==> config.mk <==
export PLATFORM = sky130hd
export DESIGN_NAME = text_code_page_detector_core_flat
export DESIGN_NICKNAME = d
export VERILOG_FILES = /design/src/rtl/core/tcpd_pkg.sv /design/src/rtl/core/tcpd_if.sv /design/src/rtl/core/tcpd_utf8_check.sv /design/src/rtl/core/tcpd_sjis_check.sv /design/src/rtl/core/tcpd_cp949_check.sv /design/src/rtl/core/tcpd_decide.sv /design/src/rtl/core/text_code_page_detector_core.sv /design/src/flat_wrapper.sv
export SDC_FILE = /design/constraint.sdc
export NUM_CORES = 1
export LEC_CHECK = 0
export BUFFER_PORTS_ARGS = -buffer_cell sky130_fd_sc_hd__buf_2
export CORE_ASPECT_RATIO = 0.6
export CORE_MARGIN = 8
export CORE_UTILIZATION = 45
export DETAILED_ROUTE_END_ITERATION = 10
export PLACE_DENSITY = 0.7
export REMOVE_ABC_BUFFERS = 1
export SLEW_MARGIN = 0
export SYNTH_ARGS = -nofsm -noshare
export SYNTH_HDL_FRONTEND = slang
export SYNTH_SLANG_ARGS = --single-unit
==> constraint.sdc <==
create_clock -name clk -period 6.8 [get_ports clk]
set_input_delay 0.34 -clock clk [delete_from_list [all_inputs] [get_ports clk]]
set_output_delay 0.34 -clock clk [all_outputs]
set_load 0.005 [all_outputs]
==> src/rtl/core/tcpd_pkg.sv <==
// ----------------------------------------------------------------------------
// tcpd_pkg
// Shared constants, types and helpers of the text code page detector.
// ----------------------------------------------------------------------------
package tcpd_pkg;

	localparam int COUNT_WIDTH = 32;

	typedef logic [COUNT_WIDTH-1:0] cnt_t;

	// encoding codes of a result beat
	localparam logic [2:0] ENC_UTF16LE = 3'd0;
	localparam logic [2:0] ENC_UTF8    = 3'd1;
	localparam logic [2:0] ENC_SJIS    = 3'd2;
	localparam logic [2:0] ENC_CP949   = 3'd3;
	localparam logic [2:0] ENC_DEFAULT = 3'd4;

	// prefix skip codes
	localparam logic [1:0] SKIP_NONE = 2'd0;
	localparam logic [1:0] SKIP_BOM16 = 2'd2;
	localparam logic [1:0] SKIP_BOM8 = 2'd3;

	// byte-order mark bytes
	localparam logic [7:0] BOM16_B0 = 8'hFF;
	localparam logic [7:0] BOM16_B1 = 8'hFE;
	localparam logic [7:0] BOM8_B0 = 8'hEF;
	localparam logic [7:0] BOM8_B1 = 8'hBB;
	localparam logic [7:0] BOM8_B2 = 8'hBF;

	typedef struct packed {
		logic ok;
		cnt_t score;
	} utf8_res_t;

	typedef struct packed {
		logic bad;
		cnt_t pairs;
		cnt_t kana;
	} sjis_res_t;

	typedef struct packed {
		logic bad;
		cnt_t pairs;
	} cp949_res_t;

	// end-of-buffer snapshot handed to the decision stage
	typedef struct packed {
		logic       bom16;
		logic       bom8;
		utf8_res_t  utf8;
		sjis_res_t  sjis;
		cp949_res_t cp949;
	} snap_t;

	function automatic cnt_t sat_add(cnt_t a, logic [2:0] n);
		logic [COUNT_WIDTH:0] s;
		s = {1'b0, a} + (COUNT_WIDTH+1)'(n);
		return s[COUNT_WIDTH] ? {COUNT_WIDTH{1'b1}} : s[COUNT_WIDTH-1:0];
	endfunction

endpackage

==> src/rtl/core/tcpd_if.sv <==
// ----------------------------------------------------------------------------
// tcpd_byte_if / tcpd_result_if
// Valid/ready channels of the detector: input bytes and result beats.
// ----------------------------------------------------------------------------
interface tcpd_byte_if;
	logic       valid;
	logic       ready;
	logic [7:0] data_byte;
	logic       last_byte;

	modport source (output valid, output data_byte, output last_byte, input ready);
	modport sink (input valid, input data_byte, input last_byte, output ready);
endinterface

interface tcpd_result_if;
	logic       valid;
	logic       ready;
	logic [2:0] encoding;
	logic [1:0] prefix_skip;

	modport source (output valid, output encoding, output prefix_skip, input ready);
	modport sink (input valid, input encoding, input prefix_skip, output ready);
endinterface

==> src/rtl/core/tcpd_utf8_check.sv <==
// ----------------------------------------------------------------------------
// tcpd_utf8_check
// UTF-8 structure check with overlong/surrogate/range limits and a score.
// ----------------------------------------------------------------------------
module tcpd_utf8_check (
	input  logic                clk,
	input  logic                arst_n,
	input  logic                step,
	input  logic [7:0]          data_byte,
	input  logic                last_byte,
	output tcpd_pkg::utf8_res_t res
);
	import tcpd_pkg::*;

	logic       ok_q;
	logic [7:0] lead_q;
	logic [1:0] left_q;
	logic       second_q;
	cnt_t       score_q;

	logic       ok_d;
	logic [7:0] lead_d;
	logic [1:0] left_d;
	logic       second_d;
	cnt_t       score_d;
	logic [2:0] seq_len;

	assign seq_len = (lead_q >= 8'hF0) ? 3'd4 : ((lead_q >= 8'hE0) ? 3'd3 : 3'd2);

	always_comb begin
		ok_d     = ok_q;
		lead_d   = lead_q;
		left_d   = left_q;
		second_d = second_q;
		score_d  = score_q;
		if (ok_q) begin
			if (left_q == 2'd0) begin
				if (data_byte >= 8'h80) begin
					lead_d   = data_byte;
					second_d = 1'b1;
					if (data_byte >= 8'hC2 && data_byte <= 8'hDF) begin
						left_d = 2'd1;
					end else if (data_byte >= 8'hE0 && data_byte <= 8'hEF) begin
						left_d = 2'd2;
					end else if (data_byte >= 8'hF0 && data_byte <= 8'hF4) begin
						left_d = 2'd3;
					end else begin
						ok_d     = 1'b0;
						lead_d   = lead_q;
						second_d = second_q;
					end
				end
			end else begin
				if (data_byte[7:6] != 2'b10) begin
					ok_d = 1'b0;
				end
				if (second_q) begin
					// overlong, surrogate and above-U+10FFFF forms
					if ((lead_q == 8'hE0 && data_byte < 8'hA0) ||
					    (lead_q == 8'hED && data_byte >= 8'hA0) ||
					    (lead_q == 8'hF0 && data_byte < 8'h90) ||
					    (lead_q == 8'hF4 && data_byte >= 8'h90)) begin
						ok_d = 1'b0;
					end
					second_d = 1'b0;
				end
				left_d = left_q - 2'd1;
				if (left_q == 2'd1) begin
					score_d = sat_add(score_q, seq_len);
				end
			end
		end
	end

	// an unfinished sequence at the end fails the check
	assign res.ok    = ok_d && (left_d == 2'd0);
	assign res.score = score_d;

	always_ff @(posedge clk or negedge arst_n) begin
		if (!arst_n) begin
			ok_q     <= 1'b1;
			lead_q   <= '0;
			left_q   <= '0;
			second_q <= 1'b0;
			score_q  <= '0;
		end else if (step) begin
			if (last_byte) begin
				ok_q     <= 1'b1;
				lead_q   <= '0;
				left_q   <= '0;
				second_q <= 1'b0;
				score_q  <= '0;
			end else begin
				ok_q     <= ok_d;
				lead_q   <= lead_d;
				left_q   <= left_d;
				second_q <= second_d;
				score_q  <= score_d;
			end
		end
	end

endmodule

==> src/rtl/core/tcpd_sjis_check.sv <==
// ----------------------------------------------------------------------------
// tcpd_sjis_check
// Shift-JIS pair and half-width kana counting with an invalid-byte flag.
// ----------------------------------------------------------------------------
module tcpd_sjis_check (
	input  logic                clk,
	input  logic                arst_n,
	input  logic                step,
	input  logic [7:0]          data_byte,
	input  logic                last_byte,
	output tcpd_pkg::sjis_res_t res
);
	import tcpd_pkg::*;

	logic open_q;
	logic bad_q;
	cnt_t pairs_q;
	cnt_t kana_q;

	logic open_d;
	logic bad_d;
	cnt_t pairs_d;
	cnt_t kana_d;
	logic trail_ok;

	assign trail_ok = (data_byte >= 8'h40 && data_byte <= 8'h7E) ||
	                  (data_byte >= 8'h80 && data_byte <= 8'hFC);

	always_comb begin
		open_d  = 1'b0;
		bad_d   = bad_q;
		pairs_d = pairs_q;
		kana_d  = kana_q;
		if (open_q && trail_ok) begin
			pairs_d = sat_add(pairs_q, 3'd1);
		end else begin
			// a bad trail flags the lead, then the byte is taken afresh
			if (open_q) begin
				bad_d = 1'b1;
			end
			if (data_byte >= 8'h80) begin
				if (data_byte >= 8'hA1 && data_byte <= 8'hDF) begin
					kana_d = sat_add(kana_q, 3'd1);
				end else if ((data_byte >= 8'h81 && data_byte <= 8'h9F) ||
				             (data_byte >= 8'hE0 && data_byte <= 8'hFC)) begin
					open_d = 1'b1;
				end else begin
					bad_d = 1'b1;
				end
			end
		end
	end

	assign res.bad   = bad_d || open_d;
	assign res.pairs = pairs_d;
	assign res.kana  = kana_d;

	always_ff @(posedge clk or negedge arst_n) begin
		if (!arst_n) begin
			open_q  <= 1'b0;
			bad_q   <= 1'b0;
			pairs_q <= '0;
			kana_q  <= '0;
		end else if (step) begin
			if (last_byte) begin
				open_q  <= 1'b0;
				bad_q   <= 1'b0;
				pairs_q <= '0;
				kana_q  <= '0;
			end else begin
				open_q  <= open_d;
				bad_q   <= bad_d;
				pairs_q <= pairs_d;
				kana_q  <= kana_d;
			end
		end
	end

endmodule

==> src/rtl/core/tcpd_cp949_check.sv <==
// ----------------------------------------------------------------------------
// tcpd_cp949_check
// CP949 pair counting with an invalid-byte flag.
// ----------------------------------------------------------------------------
module tcpd_cp949_check (
	input  logic                 clk,
	input  logic                 arst_n,
	input  logic                 step,
	input  logic [7:0]           data_byte,
	input  logic                 last_byte,
	output tcpd_pkg::cp949_res_t res
);
	import tcpd_pkg::*;

	logic open_q;
	logic bad_q;
	cnt_t pairs_q;

	logic open_d;
	logic bad_d;
	cnt_t pairs_d;
	logic trail_ok;

	assign trail_ok = (data_byte >= 8'h41 && data_byte <= 8'h5A) ||
	                  (data_byte >= 8'h61 && data_byte <= 8'h7A) ||
	                  (data_byte >= 8'h81 && data_byte <= 8'hFE);

	always_comb begin
		open_d  = 1'b0;
		bad_d   = bad_q;
		pairs_d = pairs_q;
		if (open_q && trail_ok) begin
			pairs_d = sat_add(pairs_q, 3'd1);
		end else begin
			if (open_q) begin
				bad_d = 1'b1;
			end
			if (data_byte >= 8'h80) begin
				if (data_byte >= 8'h81 && data_byte <= 8'hFE) begin
					open_d = 1'b1;
				end else begin
					bad_d = 1'b1;
				end
			end
		end
	end

	assign res.bad   = bad_d || open_d;
	assign res.pairs = pairs_d;

	always_ff @(posedge clk or negedge arst_n) begin
		if (!arst_n) begin
			open_q  <= 1'b0;
			bad_q   <= 1'b0;
			pairs_q <= '0;
		end else if (step) begin
			if (last_byte) begin
				open_q  <= 1'b0;
				bad_q   <= 1'b0;
				pairs_q <= '0;
			end else begin
				open_q  <= open_d;
				bad_q   <= bad_d;
				pairs_q <= pairs_d;
			end
		end
	end

endmodule

==> src/rtl/core/tcpd_decide.sv <==
// ----------------------------------------------------------------------------
// tcpd_decide
// Picks the encoding and prefix skip from an end-of-buffer snapshot.
// ----------------------------------------------------------------------------
module tcpd_decide (
	input  tcpd_pkg::snap_t snap,
	output logic [2:0]      encoding,
	output logic [1:0]      prefix_skip
);
	import tcpd_pkg::*;

	localparam int SW = COUNT_WIDTH + 2;

	logic [SW-1:0] score_x;
	logic [SW-1:0] lim_sjis;
	logic [SW-1:0] lim_kor;
	logic          score_wins;
	logic          score_nz;
	logic          sjis_seen;
	logic          kor_seen;

	assign score_x  = SW'(snap.utf8.score);
	// score > 2*pairs + kana + 1 and score > korean pairs + 1
	assign lim_sjis = SW'({snap.sjis.pairs, 1'b0}) + SW'(snap.sjis.kana) + SW'(1);
	assign lim_kor  = SW'(snap.cp949.pairs) + SW'(1);
	assign score_wins = (score_x > lim_sjis) && (score_x > lim_kor);

	assign score_nz  = (snap.utf8.score != '0);
	assign sjis_seen = (snap.sjis.pairs != '0) || (snap.sjis.kana != '0);
	assign kor_seen  = (snap.cp949.pairs != '0);

	always_comb begin
		prefix_skip = SKIP_NONE;
		encoding    = ENC_DEFAULT;
		if (snap.bom16) begin
			prefix_skip = SKIP_BOM16;
			encoding    = ENC_UTF16LE;
		end else if (snap.bom8) begin
			prefix_skip = SKIP_BOM8;
			encoding    = ENC_UTF8;
		end else if (snap.utf8.ok && snap.sjis.bad && snap.cp949.bad) begin
			encoding = ENC_UTF8;
		end else if (snap.utf8.ok && !sjis_seen && !kor_seen && score_nz) begin
			encoding = ENC_UTF8;
		end else if (snap.utf8.ok && score_wins) begin
			encoding = ENC_UTF8;
		end else if (!snap.sjis.bad && sjis_seen) begin
			encoding = ENC_SJIS;
		end else if (!snap.cp949.bad && kor_seen) begin
			encoding = ENC_CP949;
		end else if (snap.utf8.ok && score_nz) begin
			encoding = ENC_UTF8;
		end
	end

endmodule

==> src/rtl/core/text_code_page_detector_core.sv <==
// ----------------------------------------------------------------------------
// text_code_page_detector_core
// Byte-stream code page detector: UTF-8, Shift-JIS, CP949 and BOM checks.
// ----------------------------------------------------------------------------
// Usage:
//   byte_in carries one buffer byte per beat; last_byte marks the final beat
//   of a buffer. result_out carries one beat per buffer: the detected
//   encoding (UTF-16LE, UTF-8, Shift-JIS, CP949 or system default) and the
//   byte-order mark length to skip.
// Throughput: one byte per clock while result_out.ready is high, including buffer ends.
// Pipeline: a byte is registered in stage 1; the three checkers update from
//   stage 1. On the last beat their final status is captured in stage 2, and
//   the decision (two wide add-and-compare paths on the score counters) is
//   registered into the result register.
// Stalls: the result register is held while result_out.ready is low. The
//   stage 2 snapshot and stage 1 then fill; bytes that are not last keep
//   flowing through stage 1, so byte_in only backs up once a second last
//   byte meets a full snapshot stage.
// Reset: arst_n clears all checker state, the header capture and the
//   pipeline valids. After each last byte the checkers return to that same
//   state, so the next byte opens a new buffer.
// ----------------------------------------------------------------------------
module text_code_page_detector_core (
	input  logic          clk,
	input  logic          arst_n,
	tcpd_byte_if.sink     byte_in,
	tcpd_result_if.source result_out
);
	import tcpd_pkg::*;

	// stage 1: input register
	logic       valid_s1;
	logic [7:0] byte_s1;
	logic       last_s1;

	// stage 2: end-of-buffer snapshot
	logic  valid_s2;
	snap_t snap_s2;

	// result register
	logic       res_valid_q;
	logic [2:0] encoding_q;
	logic [1:0] skip_q;

	// first three bytes of the buffer, first byte in bits 7:0
	logic [23:0] head_bytes_q;
	logic [1:0]  head_count_q;
	logic [23:0] head_bytes_d;
	logic [1:0]  head_count_d;

	logic adv1;
	logic adv2;

	utf8_res_t  utf8_res;
	sjis_res_t  sjis_res;
	cp949_res_t cp949_res;
	snap_t      snap_d;
	logic [2:0] encoding_d;
	logic [1:0] skip_d;

	// result drains when the output is free or being taken
	assign adv2 = valid_s2 && (!res_valid_q || result_out.ready);
	// plain bytes never wait; a last byte needs room in the snapshot stage
	assign adv1 = valid_s1 && (!last_s1 || !valid_s2 || adv2);
	assign byte_in.ready = !valid_s1 || adv1;

	always_ff @(posedge clk or negedge arst_n) begin
		if (!arst_n) begin
			valid_s1 <= 1'b0;
		end else if (byte_in.ready) begin
			valid_s1 <= byte_in.valid;
		end
	end

	always_ff @(posedge clk) begin
		if (byte_in.ready && byte_in.valid) begin
			byte_s1 <= byte_in.data_byte;
			last_s1 <= byte_in.last_byte;
		end
	end

	// header capture for byte-order mark detection
	always_comb begin
		head_bytes_d = head_bytes_q;
		head_count_d = head_count_q;
		if (head_count_q != 2'd3) begin
			head_bytes_d = head_bytes_q | (24'(byte_s1) << {head_count_q, 3'b000});
			head_count_d = head_count_q + 2'd1;
		end
	end

	always_ff @(posedge clk or negedge arst_n) begin
		if (!arst_n) begin
			head_bytes_q <= '0;
			head_count_q <= '0;
		end else if (adv1) begin
			if (last_s1) begin
				head_bytes_q <= '0;
				head_count_q <= '0;
			end else begin
				head_bytes_q <= head_bytes_d;
				head_count_q <= head_count_d;
			end
		end
	end

	tcpd_utf8_check u_utf8 (
		.clk       (clk),
		.arst_n    (arst_n),
		.step      (adv1),
		.data_byte (byte_s1),
		.last_byte (last_s1),
		.res       (utf8_res)
	);

	tcpd_sjis_check u_sjis (
		.clk       (clk),
		.arst_n    (arst_n),
		.step      (adv1),
		.data_byte (byte_s1),
		.last_byte (last_s1),
		.res       (sjis_res)
	);

	tcpd_cp949_check u_cp949 (
		.clk       (clk),
		.arst_n    (arst_n),
		.step      (adv1),
		.data_byte (byte_s1),
		.last_byte (last_s1),
		.res       (cp949_res)
	);

	always_comb begin
		snap_d.bom16 = (head_count_d >= 2'd2) &&
		               (head_bytes_d[7:0] == BOM16_B0) && (head_bytes_d[15:8] == BOM16_B1);
		snap_d.bom8  = (head_count_d == 2'd3) &&
		               (head_bytes_d[7:0] == BOM8_B0) && (head_bytes_d[15:8] == BOM8_B1) &&
		               (head_bytes_d[23:16] == BOM8_B2);
		snap_d.utf8  = utf8_res;
		snap_d.sjis  = sjis_res;
		snap_d.cp949 = cp949_res;
	end

	always_ff @(posedge clk or negedge arst_n) begin
		if (!arst_n) begin
			valid_s2 <= 1'b0;
		end else if (adv1 && last_s1) begin
			valid_s2 <= 1'b1;
		end else if (adv2) begin
			valid_s2 <= 1'b0;
		end
	end

	always_ff @(posedge clk) begin
		if (adv1 && last_s1) begin
			snap_s2 <= snap_d;
		end
	end

	tcpd_decide u_decide (
		.snap        (snap_s2),
		.encoding    (encoding_d),
		.prefix_skip (skip_d)
	);

	always_ff @(posedge clk or negedge arst_n) begin
		if (!arst_n) begin
			res_valid_q <= 1'b0;
		end else if (adv2) begin
			res_valid_q <= 1'b1;
		end else if (result_out.ready) begin
			res_valid_q <= 1'b0;
		end
	end

	always_ff @(posedge clk) begin
		if (adv2) begin
			encoding_q <= encoding_d;
			skip_q     <= skip_d;
		end
	end

	assign result_out.valid       = res_valid_q;
	assign result_out.encoding    = encoding_q;
	assign result_out.prefix_skip = skip_q;

`ifndef SYNTH
	// a byte that is not last never stalls in stage 1
	a_plain_flows: assert property (@(posedge clk) disable iff (!arst_n)
		(valid_s1 && !last_s1) |-> adv1)
		else $error("non-last byte held in stage 1");

	// header capture restarts after every buffer end
	a_head_restart: assert property (@(posedge clk) disable iff (!arst_n)
		(adv1 && last_s1) |=> (head_count_q == 2'd0 && head_bytes_q == 24'd0))
		else $error("header capture not cleared at buffer end");

	// a mark skip always goes with its own encoding
	a_skip_enc: assert property (@(posedge clk) disable iff (!arst_n)
		res_valid_q |-> ((skip_q == SKIP_NONE && encoding_q != ENC_UTF16LE) ||
		                 (skip_q == SKIP_BOM16 && encoding_q == ENC_UTF16LE) ||
		                 (skip_q == SKIP_BOM8 && encoding_q == ENC_UTF8)))
		else $error("prefix skip inconsistent with encoding");

	// a snapshot never gets overwritten before it drains
	a_snap_safe: assert property (@(posedge clk) disable iff (!arst_n)
		(adv1 && last_s1) |-> (!valid_s2 || adv2))
		else $error("snapshot overwritten");
`endif

endmodule

==> src/flat_wrapper.sv <==
// flat-port wrapper written by rule: the top's interface ports become plain ports
module text_code_page_detector_core_flat import tcpd_pkg::*;
  (clk, arst_n, byte_in_valid, byte_in_data_byte, byte_in_last_byte, byte_in_ready, result_out_valid, result_out_encoding, result_out_prefix_skip, result_out_ready);
  tcpd_byte_if byte_in_i ();
  tcpd_result_if result_out_i ();
  input  logic clk;
  input  logic arst_n;
  input wire logic [$bits(byte_in_i.valid)-1:0] byte_in_valid;
  input wire logic [$bits(byte_in_i.data_byte)-1:0] byte_in_data_byte;
  input wire logic [$bits(byte_in_i.last_byte)-1:0] byte_in_last_byte;
  output wire logic [$bits(byte_in_i.ready)-1:0] byte_in_ready;
  output wire logic [$bits(result_out_i.valid)-1:0] result_out_valid;
  output wire logic [$bits(result_out_i.encoding)-1:0] result_out_encoding;
  output wire logic [$bits(result_out_i.prefix_skip)-1:0] result_out_prefix_skip;
  input wire logic [$bits(result_out_i.ready)-1:0] result_out_ready;
  assign byte_in_i.valid = byte_in_valid;
  assign byte_in_i.data_byte = byte_in_data_byte;
  assign byte_in_i.last_byte = byte_in_last_byte;
  assign byte_in_ready = byte_in_i.ready;
  assign result_out_valid = result_out_i.valid;
  assign result_out_encoding = result_out_i.encoding;
  assign result_out_prefix_skip = result_out_i.prefix_skip;
  assign result_out_i.ready = result_out_ready;
  text_code_page_detector_core u_core (.clk(clk), .arst_n(arst_n), .byte_in(byte_in_i), .result_out(result_out_i));
endmodule
==> impl_metrics.sql <==
INSERT INTO impl_metrics (metric_group, metric, value, unit) VALUES
('synth', 'yosys_register_bits', '320', ''),
('synth', 'number_of_distinct_standard_cells_referenced_by_the_synthesized_netlist', '89', ''),
('die', 'initial_cell_density_of_the_core', '0.459', ''),
('routing', 'detail_route.wl_per_cell', '21.5', 'um'),
('cts', 'numClockSinks', '320', ''),
('sta', 'fin_crit', '4930', 'ps'),
('cts', 'postCtsSetupBuffers', '0', ''),
('worst_setup_path', 'launch_point_of_the_worst_reg_to_reg_path', 'u_core.snap_s2[45]$_DFFE_PP_', ''),
('worst_setup_path', 'path_cells', 'ha_1, a211o_1, a211oi_1, a2111o_1, a41o_1, a31oi_2, a21o_1, a21oi_1, xor2_1, ha_1, a211oi_1, nor2_1, a2111oi_0, a221oi_1, nand4_1, a311oi_1, o21a_1, o31a_1', ''),
('synth', 'synth_enable_flop_cells', '147', ''),
('synth', 'synth_cells', '2084', ''),
('synth', 'synth.yosys.seq_area_share', '0.438', ''),
('cts', 'clock_latency', '610', 'ps'),
('cts', 'clkSlewWorstSetupHoldPaths', '70', 'ps'),
('sta', 'min_setup_slack_post_route', '1870', 'ps'),
('worst_setup_path', 'critical_path_class', 'register to register', ''),
('sta', 'fmax', '203', 'MHz'),
('global_route', 'wire_length_of_the_first_global_routing_pass', '89.4', 'mm'),
('synth', 'post_synthesis_area_per_instance', '9.58', 'sq um'),
('synth', 'syn_area', '20000', 'sq um'),
('die', 'die_area', '51600', 'sq um'),
('worst_setup_path', 'worst-r2r-cell-count', '18', ''),
('outcome', 'run_status', 'finished clean', ''),
('routing', 'antenna_nets_post_route', '0', ''),
('finish', 'area_delta_synth_final', '8.04', '%'),
('finish', 'post_layout_nonfiller_instances', '2664', ''),
('worst_setup_path', 'cp-start-kind', 'register', ''),
('sta', 'fin_tns_setup', '0', 'ps'),
('die', 'floorplan.die.width', '288', 'um'),
('die', 'core-area', '43600', 'sq um'),
('worst_setup_path', 'slowest_stage', 'a2111oi_0', ''),
('sta', 'final_critical_path_share_of_the_clock_period', '0.725', ''),
('power', 'power_per_cell_area', '210', 'nW/um^2'),
('die', 'row_count', '59', ''),
('synth', 'ys_warn_count', '0', ''),
('routing', 'num_vias', '16700', ''),
('sta', 'fin_skew', '14.6', 'ps'),
('hold_path', 'hold_start', 'result_out_ready', ''),
('worst_setup_path', 'cp_max_fo', '7', ''),
('power', 'vdd.ir_drop.worst', '0.196', 'mV'),
('global_route', 'global_route.overflow_total', '0', ''),
('cts', 'h_tree_depth', '1', ''),
('placed_design', 'dp_cells', '2595', ''),
('sta', 'finalSetupViolations', '0', ''),
('worst_setup_path', 'worst_setup_path_end_kind', 'register', ''),
('worst_setup_path', 'critical_path_required', '7150', 'ps'),
('die', 'fp.dieH', '179', 'um'),
('hold_path', 'hold_path.class', 'input pin to register', ''),
('power', 'fin_total_pwr', '4.54', 'mW'),
('sta', 'timing_max_transition_violations_final', '0', ''),
('routing', 'route.detailed.drc', '0', ''),
('run', 'timing.max_cap.violations', '0', ''),
('placed_design', 'dpl_worst_slack', '2060', 'ps'),
('routing', 'via_per_inst', '6.29', ''),
('cts', 'cts_root_buf', 'clkbuf_16', ''),
('cts', 'cts_tree', 'done', ''),
('global_route', 'antenna_found_initial', '2', ''),
('hold_path', 'worstHoldEndpoint', 'u_core.valid_s2$_DFFE_PN0P_', ''),
('finish', 'antenna-diode-count', '0', ''),
('sta', 'unrepaired_setup_endpoints_after_global_routing', 'no', ''),
('global_route', 'track_usage', '0.218', ''),
('finish', 'drive_above_1_share', '0.0691', ''),
('cts', 'cts-buffers-inserted', '31', ''),
('sta', 'final_hold_viol_count', '0', ''),
('global_route', 'grt_start_max_net_pins', '138', ''),
('synth', 'ys_flop_type', 'dfrtp_1', ''),
('placed_design', 'detailedPlacementHpwl', '41.6', 'mm'),
('power', 'p_leak', '9.14', 'nW'),
('sta', 'whs', '42.1', 'ps'),
('worst_setup_path', 'critPathMaxStageDelay', '560', 'ps'),
('hold_path', 'timing.hold.worst_path_depth', '4', '');
cells in the mapped netlist, drive strengths merged, types with 50 or more instances:
library cell | number | share of area
a21oi | 181 | 0.046
a31oi | 68 | 0.022
and3 | 66 | 0.021
clkbuf | 55 | 0.010
dfrtp | 172 | 0.22
edfxtp | 147 | 0.22
ha | 103 | 0.065
inv | 50 | 0.0094
nand2 | 210 | 0.040
nand3 | 77 | 0.020
nor2 | 170 | 0.033
o21ai | 75 | 0.019
o22a | 59 | 0.026
xnor2 | 84 | 0.037
xor2 | 72 | 0.032
worst max-delay path, delay by kind of cell, from the launching register on:
kind | cells | cell delay (ps)
xor gates and xnor gates | 1 | 180
adders and majority gates | 2 | 680
AOI/OAI and AO/OA | 13 | 3190
and+or+nand+nor | 2 | 210
DFF | 1 | 410
cells in the final DEF, fill, tap and decap left out, types with 7 or more instances in the layout:
| cell | count |
|---|---|
| a211oi_1 | 17 |
| a21o_1 | 24 |
| a21oi_1 | 177 |
| a22o_1 | 32 |
| a311oi_1 | 13 |
| a31o_2 | 13 |
| a31oi_1 | 67 |
| a41oi_1 | 12 |
| and2_1 | 29 |
| and3_1 | 66 |
| and4_1 | 20 |
| buf_2 | 18 |
| buf_4 | 12 |
| clkbuf_16 | 31 |
| clkinv_2 | 8 |
| dfrtp_1 | 172 |
| dlygate4sd3_1 | 11 |
| edfxtp_1 | 147 |
| ha_1 | 103 |
| inv_1 | 49 |
| nand2_1 | 208 |
| nand2b_1 | 11 |
| nand3_1 | 76 |
| nand4_1 | 46 |
| nor2_1 | 166 |
| nor2b_1 | 12 |
| nor3_1 | 25 |
| nor4_1 | 40 |
| o211ai_1 | 11 |
| o21a_1 | 27 |
| o21ai_0 | 69 |
| o22a_1 | 59 |
| o31ai_1 | 7 |
| or2_2 | 7 |
| or3_1 | 9 |
| xnor2_1 | 84 |
| xor2_1 | 72 |
repair_timing:
action,in CTS,in global routing
gates resized for setup,0,0
hold endpoints to repair,46,0
hold buffers,11,0
logic make-up (layout without fill, tap and decap cells):
| logic type | Yosys count | count (layout) | share of synthesized area |
|---|---|---|---|
| AND/OR/NAND/NOR | 757 | 757 | 0.193 |
| AO/OA/AOI/OAI | 588 | 588 | 0.198 |
| flip-flops | 320 | 320 | 0.438 |
| XOR/XNOR | 156 | 156 | 0.0684 |
| buffers and inverters | 151 | 152 | 0.0323 |
| adder cells (fa/ha/maj) | 105 | 105 | 0.0665 |
| multiplexers | 7 | 7 | 0.00388 |
report_power, final:
group | switching, mW | leakage (nW) | total, mW | internal, mW
registers | 0.115 | 3.75 | 2.24 | 2.12
logic | 0.365 | 4.90 | 0.585 | 0.219
clock network | 0.814 | 0.486 | 1.72 | 0.907
total | 1.29 | 9.14 | 4.54 | 3.25
routing by layer:
metal	wire length, um	track usage	up-vias
li1	-	-	7766
met1	28000	0.342	8182
met2	21200	0.280	734
met3	7330	0.0816	64
met4	794	0.0338	2
met5	10	0	-
worst max-delay path by stage:
stage                                      start                                           to  slack (ps)  cells after the start
floorplan               u_core.last_s1$_DFFE_PP_       u_core.u_cp949.pairs_q[23]$_DFFE_PN0P_        -860                      6
global placement    u_core.snap_s2[45]$_DFFE_PP_  u_core.result_out.encoding[0]$_SDFFCE_PP0P_        2010                     18
detailed placement  u_core.snap_s2[45]$_DFFE_PP_  u_core.result_out.encoding[0]$_SDFFCE_PP0P_        2060                     18
CTS                 u_core.snap_s2[45]$_DFFE_PP_  u_core.result_out.encoding[0]$_SDFFCE_PP0P_        2020                     18
global route        u_core.snap_s2[45]$_DFFE_PP_  u_core.result_out.encoding[0]$_SDFFCE_PP0P_        1650                     18
finish              u_core.snap_s2[45]$_DFFE_PP_  u_core.result_out.encoding[0]$_SDFFCE_PP0P_        1870                     18
state kept, by name, summed over array words and instances (netlist names), 2 cells and up:
name                           count
u_core.u_sjis.kana_q              32
u_core.u_utf8.score_q             32
u_core.u_utf8.lead_q               8
u_core.u_sjis.pairs_q             32
u_core.snap_s2                   133
u_core.u_utf8.left_q               2
u_core.result_out.prefix_skip      2
u_core.u_cp949.pairs_q            32
u_core.result_out.encoding         3
u_core.head_count_q                2
u_core.head_bytes_q               24
u_core.byte_s1                     8
layout make-up:
| cell class | instances | area [sq um] |
|---|---|---|
| fill | 3928 | 22000 |
| clock buffer | 37 | 818 |
| clock inverter | 21 | 169 |
| multi-input combinational | 1613 | 10600 |
| sequential | 320 | 8740 |
| tap | 579 | 724 |
| inverter | 51 | 196 |
| timing repair buffer | 43 | 322 |
per-stage QoR:
stage / util / instance area [sq um]
floorplan: - / 19500
global placement: 0.470 / 20500
detailed placement: 0.470 / 20500
CTS: 0.495 / 21600
global route: 0.495 / 21600
finish: 0.495 / 21600
Power figures use the tool's default switching activity.
